$ cat src/sv/rmi_pkg.sv
// ----------------------------------------------------------------------------
// rmi_pkg: shared types and constants of the running median block
// Field widths of the stream words and the control groups that pass
// between the top level and its cells.
// ----------------------------------------------------------------------------
`default_nettype none

package rmi_pkg;

  localparam int SampleW = 32;  // sample and median width
  localparam int HeldW   = 11;  // held_count field width
  localparam int OutW    = 48;  // median + held_count, padded to bytes

  // Broadcast from the top level to every cell of the chain.
  typedef struct packed {
    logic                      ins;  // insert this cycle
    logic signed [SampleW-1:0] x;    // sample being inserted
  } rmi_bcast_t;

  // Result sideband that travels beside the selection tree.
  typedef struct packed {
    logic             res;      // stage carries a result word
    logic             dropped;  // sample was dropped, store full
    logic [HeldW-1:0] held;     // samples held after the step
  } rmi_side_t;

endpackage : rmi_pkg

`default_nettype wire

$ cat src/sv/rmi_cell.sv
// ----------------------------------------------------------------------------
// rmi_cell: one slot of the sorted insertion chain
// Holds one sample; on an insert it keeps its value, takes the new sample
// or takes its left neighbor's value, which keeps the row sorted.
// ----------------------------------------------------------------------------
`default_nettype none

module rmi_cell
  import rmi_pkg::*;
#(
  parameter int Index = 0,
  parameter int CntW  = 11
) (
  input  wire                             clk_i,
  input  wire rmi_bcast_t                 bc_i,
  input  wire logic        [CntW-1:0]     count_i,     // held count before insert
  input  wire logic signed [SampleW-1:0]  left_val_i,
  input  wire logic                       left_gt_i,
  output logic signed      [SampleW-1:0]  val_o,
  output logic                            gt_o         // occupied and above x
);

  logic signed [SampleW-1:0] val_q, val_d;
  logic                      occupied;
  logic                      at_end;

  assign occupied = CntW'(Index) < count_i;
  assign at_end   = CntW'(Index) == count_i;
  assign gt_o     = occupied && (val_q > bc_i.x);

  // Shift right behind the insertion point, drop the sample into the gap.
  always_comb begin
    if (left_gt_i) begin
      val_d = left_val_i;
    end else if (gt_o || at_end) begin
      val_d = bc_i.x;
    end else begin
      val_d = val_q;
    end
  end

  always_ff @(posedge clk_i) begin
    if (bc_i.ins) begin
      val_q <= val_d;
    end
  end

  assign val_o = val_q;

endmodule : rmi_cell

`default_nettype wire

$ cat config.mk
export PLATFORM = sky130hd
export DESIGN_NAME = rmi_cell
export DESIGN_NICKNAME = d
export VERILOG_FILES = /design/src/sv/rmi_pkg.sv /design/src/sv/rmi_cell.sv
export SDC_FILE = /design/constraint.sdc
export NUM_CORES = 1
export LEC_CHECK = 0
export BUFFER_PORTS_ARGS = -buffer_cell sky130_fd_sc_hd__buf_2
export CORE_AREA = 5 5 75 77
export CTS_CLUSTER_SIZE = 24
export DETAILED_ROUTE_END_ITERATION = 16
export DIE_AREA = 0 0 80 82
export GPL_TIMING_DRIVEN = 0
export PLACE_DENSITY = 0.79
export SYNTH_ARGS = -nofsm -noshare
export SYNTH_HDL_FRONTEND = slang
export SYNTH_SLANG_ARGS = --single-unit
$ cat constraint.sdc
create_clock -name clk_i -period 4.8 [get_ports clk_i]
set_input_delay 0.24 -clock clk_i [delete_from_list [all_inputs] [get_ports clk_i]]
set_output_delay 0.24 -clock clk_i [all_outputs]
set_load 0.03 [all_outputs]
==> results of run 1 <==
[path summary, 6_finish.rpt]
path | startpoint | endpoint | slack (ps)
setup / recovery | val_o[14] | val_o[17] | 1470
hold / removal | left_val_i[8] | val_o[8] | 240
setup reg to reg | val_o[14] | val_o[17] | 1470
hold reg to reg | val_o[31] | val_o[2] | 1160
[layer usage]
metal  share of wire, %  global-route usage, %  up-vias
met3                6.0                   3.40        4
met1                 43                   20.4      946
met4               0.80                   4.22        0
met2                 50                   31.5       60
met5                  0                      0        -
li1                   -                      -     1037
[cells in the mapped netlist]
master / n
nand2_1: 39
o21ai_0: 34
inv_1: 33
edfxtp_1: 32
ha_1: 32
a21oi_1: 12
nand4_1: 8
clkbuf_1: 6
nor2_1: 5
nor4_1: 4
nand3_1: 3
o211ai_1: 3
a31oi_1: 2
a2111oi_0: 1
a211oi_1: 1
a21o_1: 1
a21oi_2: 1
a221o_1: 1
a22oi_1: 1
buf_1: 1
mux2_2: 1
nor2b_1: 1
nor3_1: 1
o31a_1: 1
or4b_4: 1
[worst max-delay path: stages (launching register included)]
cell	delay (ps)
edfxtp_1	400
ha_1	340
nand4_1	170
nor2_1	100
a221o_1	340
o31a_1	320
or4b_4	540
a31oi_4	570
buf_16	240
[through the flow]
stage / TNS, ps / std cells
2_1_floorplan: 0 / 225
3_3_place_gp: -13620 / 404
3_5_place_dp: 0 / 405
4_1_cts: 0 / 413
5_1_grt: 0 / 413
6_report: 0 / 413
[layout make-up]
cell class	count	area share (%)
Buffer	7	0.911
Multi-Input combinational cell	153	35.8
Inverter	33	4.30
Timing Repair Buffer	110	19.9
Clock buffer	7	2.65
Sequential cell	32	33.3
Tap cell	70	3.04
Clock inverter	1	0.130
[cells by family (layout without fill, tap and decap cells)]
family                   count (synthesis)  in the layout
flip-flops                              32             32
AND/OR/NAND/NOR                         62             62
AO/OA/AOI/OAI                           58             58
adder cells (fa/ha/maj)                 32             32
buffers and inverters                   40            158
multiplexers                             1              1
[where the power goes]
part	switching (uW)	internal, uW
clock network	93.9	101
registers	13.2	341
logic	147	89.0
==> flow_metrics.tcl, run 1 <==
set metrics [dict create \
    path_max_fanout 18 \
    maxCapViolCount 0 \
    setup_ws_ps 1470 \
    grt_antenna_before_repair 0 \
    ys_top_cells_by_area "edfxtp_1 (45%), ha_1 (19%), o21ai_0 (8.0%), nand2_1 (6.9%), inv_1 (5.8%)" \
    synthMuxAreaShare_pct 0.529 \
    grt.total_usage_pct 17.1 \
    yosys_warnings 0 \
    final_layout_size_suffix_gt1_share_pct 34.7 \
    gp_congestion 0.793 \
    htreeDepth 2 \
    worst-r2r-cell-count 8 \
    yosysTopAreaCellShare_pct 45.2 \
    rsz0062_at_grt "false" \
    final-seq-area_um2 961 \
    final_cell_mix "buf_2 (109), nand2_1 (39), o21ai_0 (34)" \
    hold_violations 0 \
    die-area_um2 6560 \
    rows 26 \
    initial_core_util_pct 43.0 \
    hold_class "input pin to flop" \
    postCtsSetupBuffers 0 \
    drv_slew 0 \
    core_area_um2 4940 \
    overflow 0 \
    synth_compound_area_share_pct 15.2 \
    area_delta_synth_final_pct 35.5 \
    relSlewSlack_pct 56.9 \
    end_kind "flop" \
    netlist_area_um2 2130 \
    nets 452 \
    worst_setup_path_start_kind "flop" \
    post-route-drc-count 0 \
    place_ws_ps 1500 \
    outcome "finished, final reports clean" \
    fp.dieW_um 80 \
    design_area_um2 2880 \
    clock_latency_ps 270 \
    clock.fmax_ghz 0.300 \
    grt_pass1_vias 2054 \
    hold_slack_ps 240 \
    synthSimpleGateAreaFrac_pct 13.2 \
    drtIter0Drc 87 \
    synthCells 225 \
    vias 2047 \
    drt-wirelength-per-cell_um 13.9 \
    io_pins 111 \
    seq_area_frac_synth_pct 45.2 \
    io_buffers 109 \
    drt-total-wl_mm 5.76 \
    grt_max_degree 19 \
    synth-seq-cells 32 \
    peakVddDrop_uv 143 \
    finalSetupViolations 0 \
    hold_depth 3 \
    skew_ps 3.59 \
    fillers 491 \
    synth_top_family_by_area "adder cells" \
    finalCritPeriodShare_pct 69.3 \
    detail-route-antenna-nets 0 \
    insertedDiodeCount 0 \
    arrival_ps 3310 \
    cts.sinks 32 \
    grt_pass1_wl_mm 8.83 \
    multi_input_area_um2 1030 \
    ctsHoldBuffers 0 \
    cts_resized 0 \
    avgSynthCellArea_um2 9.45 \
    clk_path_buf_depth 2 \
    drt_first_pass_iters 4 \
    finalPower_uw 785 \
    layout_commonest_cell "buf_2" \
    cts_tree "done" \
    die_h_um 82 \
    tightestPinTransition_ps 647 \
    ys_types 25 \
    place_hpwl_mm 4.70 \
    largest_reg_flops 32 \
    viasPerCell 4.96 \
    synth_xor_area_share_pct 0 \
    leakagePower_uw 0.00143 \
    synthesis.nets 335 \
    yosys.area.top_type "edfxtp_1" \
    cellPowerDensity_nw_per_um2 272 \
    timing_worst_setup_path_type "flop to flop" \
    clkSlewWorstSetupHoldPaths_ps 70 \
    fin_crit_ps 3330 \
    critPathRequiredTime_ps 4780 \
    numCtsBuffers 5 \
    post-route-util_pct 58.3 \
    placed_cell_area_um2 2800 \
    synth_fa_ha_area_share_pct 18.8 \
    clockRootBuffer "clkbuf_8" \
]
Note: power is estimated with default switching activity, not from simulation.
==> run 2: changes to the inputs <==
--- a/config.mk
+++ b/config.mk
@@ -5,11 +5,12 @@
 export SDC_FILE = /design/constraint.sdc
 export NUM_CORES = 1
 export LEC_CHECK = 0
+export ABC_AREA = 1
 export BUFFER_PORTS_ARGS = -buffer_cell sky130_fd_sc_hd__buf_2
-export CORE_AREA = 5 5 75 77
+export CORE_AREA = 5 5 76 78
 export CTS_CLUSTER_SIZE = 24
 export DETAILED_ROUTE_END_ITERATION = 16
-export DIE_AREA = 0 0 80 82
+export DIE_AREA = 0 0 81 83
 export GPL_TIMING_DRIVEN = 0
 export PLACE_DENSITY = 0.79
 export SYNTH_ARGS = -nofsm -noshare
==> constraint.sdc (replaced) <==
create_clock -name clk_i -period 3.15 [get_ports clk_i]
set_input_delay 0.1575 -clock clk_i [delete_from_list [all_inputs] [get_ports clk_i]]
set_output_delay 0.1575 -clock clk_i [all_outputs]
set_load 0.03 [all_outputs]
==> flow_metrics.tcl, run 2 <==
set metrics [dict create \
    maxCapViolCount 0 \
    skew_ps 7.49 \
    numCtsBuffers 5 \
    min-delay-start "left_val_i[12]" \
    outcome "finished, final reports clean" \
    end_kind "flop" \
    crit_path_max_incr_delay_ps 390 \
    synth_xor_area_share_pct 0 \
    cellPowerDensity_nw_per_um2 414 \
    die-area_um2 6720 \
    rows 26 \
    synth_compound_area_share_pct 12.3 \
    cts_resized 0 \
    reg2reg_slack_ps 710 \
    rsz0062_at_grt "false" \
    crit_end "val_o[18]" \
    io_buffers 109 \
    ctsHoldBuffers 0 \
    grt.total_usage_pct 17.8 \
    setup_tns_ps 0 \
    grt_max_degree 25 \
    viasPerCell 4.66 \
    place_ws_ps 666 \
    worst_setup_path_start_kind "flop" \
    synthSimpleGateAreaFrac_pct 16.8 \
    reg2reg_from "val_o[31]" \
    critPathRequiredTime_ps 3130 \
    synth-seq-cells 32 \
    synth-async-reset-ratio_pct 0 \
    cts_tree "done" \
    dp.cells 436 \
    critPathSlowestCell "edfxtp_1" \
    insertedDiodeCount 0 \
    clkSlewWorstSetupHoldPaths_ps 70 \
    layout_commonest_cell "buf_2" \
    path_max_fanout 24 \
    grt_pass1_vias 2203 \
    overflow 0 \
    synth_edf_count 32 \
    detail-route-antenna-nets 0 \
    yosys.area.top_type "edfxtp_1" \
    drtIter0Drc 84 \
    io_pins 111 \
    leakagePower_uw 0.00156 \
    synthCells 256 \
    hold_violations 0 \
    htreeDepth 2 \
    ys_types 24 \
    post-route-drc-count 0 \
    grt_antenna_before_repair 0 \
    area_delta_synth_final_pct 34.0 \
    cp_common_cell "nand2_1" \
    ys_top_cells_by_area "edfxtp_1 (44%), ha_1 (18%), nand2_1 (12%), o21ai_0 (7.5%), inv_1 (7.2%)" \
    synth_common_cells "nand2_1 (68), inv_1 (42), o21ai_0 (33)" \
    clock_latency_ps 280 \
    tightestPinTransition_ps 477 \
    largest_reg_flops 32 \
    synthMuxAreaShare_pct 0.511 \
    clockRootBuffer "clkbuf_8" \
    yosysTopAreaCellShare_pct 43.6 \
    synth.most_common_cell "nand2_1" \
    final_cell_mix "buf_2 (110), nand2_1 (68), inv_1 (42)" \
    stdcell_count 444 \
    initial_core_util_pct 44.0 \
    cts.sinks 32 \
    grt_pass1_wl_mm 9.52 \
    synth_fa_ha_area_share_pct 18.2 \
    timing.rr.end "val_o[18]" \
    hold_class "input pin to flop" \
    synth_top_flop_cell "edfxtp_1" \
    peakVddDrop_uv 207 \
    clock.fmax_ghz 0.410 \
    arrival_ps 2420 \
    die_h_um 83 \
    clk_path_buf_depth 2 \
    final_layout_size_suffix_gt1_share_pct 32.9 \
    relSlewSlack_pct 68.2 \
    drt_first_pass_iters 4 \
    drt-wirelength-per-cell_um 12.9 \
    netlist_area_um2 2200 \
    vias 2068 \
    drt-total-wl_mm 5.72 \
    nets 483 \
    gp_congestion 0.765 \
    fin_crit_ps 2440 \
    synthesis.nets 366 \
    avgSynthCellArea_um2 8.61 \
    finalCritPeriodShare_pct 77.4 \
    critPathLaunch "val_o[31]" \
    place_hpwl_mm 4.69 \
    synth_top_family_by_area "adder cells" \
    finalSetupViolations 0 \
    fp.dieW_um 81 \
    drv_slew 0 \
    postCtsSetupBuffers 0 \
    seq_area_frac_synth_pct 43.6 \
    fillers 473 \
    setup_ws_ps 712 \
    crit_chain "ha_1 -> a21oi_1 -> o21a_1 -> nand2_1 -> a21oi_1 -> nand2_1 -> nand2_1 -> nand3_2 -> a21oi_4 -> buf_16" \
    timing_worst_setup_path_type "flop to flop" \
    core_area_um2 5010 \
    yosys_warnings 0 \
    worst-r2r-cell-count 10 \
]
-- run 2: cell type report --
class	count	area, um^2	share of cell area, %
clock inverter	1	3.75	0.127
clock buffer	7	76.3	2.59
buffer	7	27.5	0.933
timing repair buffer	110	573	19.4
inverter	43	161	5.47
multi-input combinational	174	1060	35.9
tap	70	87.6	2.97
sequential	32	961	32.6
-- run 2: how the worst min path moves through the flow --
| stage | end | slack [ps] | cells after the start |
|---|---|---|---|
| finish | val_o[12] | 150 | 3 |
| global route | val_o[10] | 160 | 3 |
| CTS | val_o[10] | 140 | 3 |
| detailed placement | val_o[17] | 440 | 3 |
| global placement | val_o[22] | 430 | 3 |
| floorplan | val_o[30] | 340 | 2 |
-- run 2: worst max-delay path, delay by kind of cell, from the launching register on --
kind	cells	cell delay, ps
AND/OR/NAND/NOR	4	300
AO/OA/AOI/OAI	4	860
flip-flops	1	390
buffers and inverters	1	230
adder cells (fa/ha/maj)	1	350
-- run 2: cell families after synthesis --
kind of cell	Yosys count
and+or+nand+nor	89
DFF	32
AOI/OAI and AO/OA	52
adders and majority gates	32
muxes	1
buffers and inverters	50
-- run 2: through the flow --
stage                     instance area [um^2]  util [%]  power [uW]  hold WS (ps)
after floorplan                           2200         -         788           345
after global placement                    2840      56.6         908           432
after detailed placement                  2870      57.3         930           441
after CTS                                 2950      58.9        1240           140
after global routing                      2950      58.9        1300           157
final                                     2950      58.9        1220           154
-- run 2: layer usage --
layer | GRT usage, % | vias up | routed length, um | part of all wire (%)
li1 | - | 1088 | - | -
met1 | 19.6 | 907 | 2290 | 40
met2 | 32.1 | 67 | 2850 | 50
met3 | 6.39 | 6 | 516 | 9.0
met4 | 4.15 | 0 | 60 | 1.0
met5 | 0 | - | 0 | 0
-- run 2: power by group --
group | internal, uW | total [uW] | switching (uW) | leakage (uW)
Sequential | 521 | 541 | 19.6 | 0.000311
Clock | 154 | 304 | 151 | 0.0000399
Combinational | 140 | 377 | 237 | 0.00121
==> run 3: changes to the inputs <==
==> config.mk (replaced) <==
export PLATFORM = sky130hd
export DESIGN_NAME = rmi_cell
export DESIGN_NICKNAME = d
export VERILOG_FILES = /design/src/sv/rmi_pkg.sv /design/src/sv/rmi_cell.sv
export SDC_FILE = /design/constraint.sdc
export NUM_CORES = 1
export LEC_CHECK = 0
export ABC_AREA = 0
export BUFFER_PORTS_ARGS = -buffer_cell sky130_fd_sc_hd__buf_2
export CORE_AREA = 5 5 79 81
export CTS_CLUSTER_SIZE = 24
export DETAILED_ROUTE_END_ITERATION = 16
export DIE_AREA = 0 0 84 86
export GPL_TIMING_DRIVEN = 0
export PLACE_DENSITY = 0.75
export SYNTH_ARGS = -nofsm -noshare
export SYNTH_HDL_FRONTEND = slang
export SYNTH_SLANG_ARGS = --single-unit
==> constraint.sdc (replaced) <==
create_clock -name clk_i -period 2 [get_ports clk_i]
set_input_delay 0.1 -clock clk_i [delete_from_list [all_inputs] [get_ports clk_i]]
set_output_delay 0.1 -clock clk_i [all_outputs]
set_load 0.03 [all_outputs]
==> flow_metrics.tcl, run 3 (synthesized netlist as in run 1, its figures left out) <==
set metrics [dict create \
    viasPerCell 4.95 \
    htreeDepth 2 \
    detail-route-antenna-nets 0 \
    clock.fmax_ghz 0.363 \
    layout_commonest_cell "buf_2" \
    grt_max_degree 15 \
    overflow 0 \
    drtIter0Drc 60 \
    critPathRequiredTime_ps 1990 \
    use_met2_pct 30.8 \
    leakagePower_uw 0.00147 \
    nets 461 \
    post-route-drc-count 0 \
    hold_class "input pin to flop" \
    rows 27 \
    grt_antenna_before_repair 0 \
    outcome "complete, but fails checks" \
    insertedDiodeCount 0 \
    fp.dieW_um 84 \
    met3_usage_pct 4.71 \
    clock_latency_ps 280 \
    area_delta_synth_final_pct 44.9 \
    hold_slack_ps 93.9 \
    clockRootBuffer "clkbuf_8" \
    gp_congestion 0.806 \
    place_ws_ps -1430 \
    ctsHoldBuffers 0 \
    crit_chain "ha_1 -> nand4_1 -> nor2_2 -> a221o_1 -> o31a_1 -> or4b_4 -> a31oi_4 -> buf_12" \
    path_max_fanout 14 \
    maxCapViolCount 0 \
    reg2reg_slack_ps -750 \
    io_buffers 109 \
    peakVddDrop_uv 386 \
    violations "setup timing" \
    crit_path_max_incr_delay_ps 570 \
    worst-r2r-cell-count 8 \
    critPathLaunch "val_o[8]" \
    timing_worst_setup_path_type "flop to flop" \
    grt.total_usage_pct 17.0 \
    io_pins 111 \
    core_area_um2 5410 \
    worst_setup_path_start_kind "flop" \
    final_cell_mix "buf_2 (108), nand2_1 (39), inv_1 (33), o21ai_0 (33), edfxtp_1 (32)" \
    cellPowerDensity_nw_per_um2 640 \
    skew_ps 6.84 \
    drv_slew 0 \
    vias 2097 \
    rsz0062_at_grt "true" \
    end_kind "flop" \
    reg2reg_from "val_o[8]" \
    drt_first_pass_iters 4 \
    post-route-util_pct 57.0 \
    drt-total-wl_mm 6.25 \
    crit_end "val_o[18]" \
    fillers 508 \
    finalCritPeriodShare_pct 138 \
    clk_path_buf_depth 2 \
    clkSlewWorstSetupHoldPaths_ps 70 \
    tightestPinTransition_ps 539 \
    grt_pass1_vias 2223 \
    top_usage_layer "met2" \
    dp.cells 406 \
    die-area_um2 7220 \
    largest_reg_flops 32 \
    relSlewSlack_pct 63.9 \
    die_h_um 86 \
    numCtsBuffers 5 \
    setup_ws_ps -753 \
    hold_violations 0 \
    arrival_ps 2750 \
    stdcell_count 424 \
    drt-wirelength-per-cell_um 14.7 \
    initial_core_util_pct 39.4 \
    met1_usage_pct 19.9 \
    cts.sinks 32 \
    final_layout_size_suffix_gt1_share_pct 39.5 \
    place_hpwl_mm 4.84 \
    cts_tree "done" \
    critPathSlowestCell "or4b_4" \
    finalSetupViolations 33 \
    fin_crit_ps 2750 \
    timing.rr.end "val_o[18]" \
    grt_pass1_wl_mm 9.80 \
]
[run 3: where the power goes]
group	internal (uW)	switching [uW]	total, uW
clock network	242	240	482
registers	819	36.5	855
logic	257	380	637
total	1320	656	1970
[run 3: worst max-delay path: cells and delay by family (launching register included)]
kind / cells / cell delay, ps
AOI/OAI and AO/OA: 3 / 790
and+or+nand+nor: 3 / 790
DFF: 1 / 400
adders and majority gates: 1 / 300
buffers and inverters: 1 / 170
[run 3: worst min-delay path by stage]
stage,start,end,slack [ps],cells past startpoint
after floorplan,left_val_i[30],val_o[30],290,2
after global placement,left_val_i[1],val_o[1],380,3
after detailed placement,left_val_i[26],val_o[26],380,3
after CTS,left_val_i[15],val_o[15],90,3
after global routing,left_val_i[31],val_o[31],100,3
final,left_val_i[15],val_o[15],90,3
[run 3: metal layers]
| layer | share of wire [%] | vias to the layer above |
|---|---|---|
| li1 | - | 1058 |
| met1 | 42 | 967 |
| met2 | 51 | 67 |
| met3 | 5.9 | 5 |
| met4 | 1.1 | 0 |
| met5 | 0 | - |
[run 3: stage by stage]
step	cell area (um^2)	power, uW	TNS [ps]
after global routing	3080	2100	-27520
after floorplan	2170	1220	-39650
after detailed placement	2800	1430	-46050
after global placement	2800	1420	-44710
final	3080	1970	-24570
after CTS	3010	1960	-24860
[run 3: area by class of cell]
class                      instances  area, um^2  area share, %
multi-input combinational        154        1160           37.6
inverter                          33         124           4.02
tap                               72        90.1           2.92
buffer                             7        26.3          0.852
sequential                        32         961           31.2
clock buffer                       7        76.3           2.48
clock inverter                     1        3.75          0.122
timing repair buffer             118         643           20.9
[run 3: what timing repair did]
| action | CTS | global route |
|---|---|---|
| setup buffers | 8 | 1 |
| cloned | 1 | 0 |
| gates resized for setup | 9 | 8 |
| pin swaps | 6 | 5 |
| setup endpoints to repair | 33 | 33 |
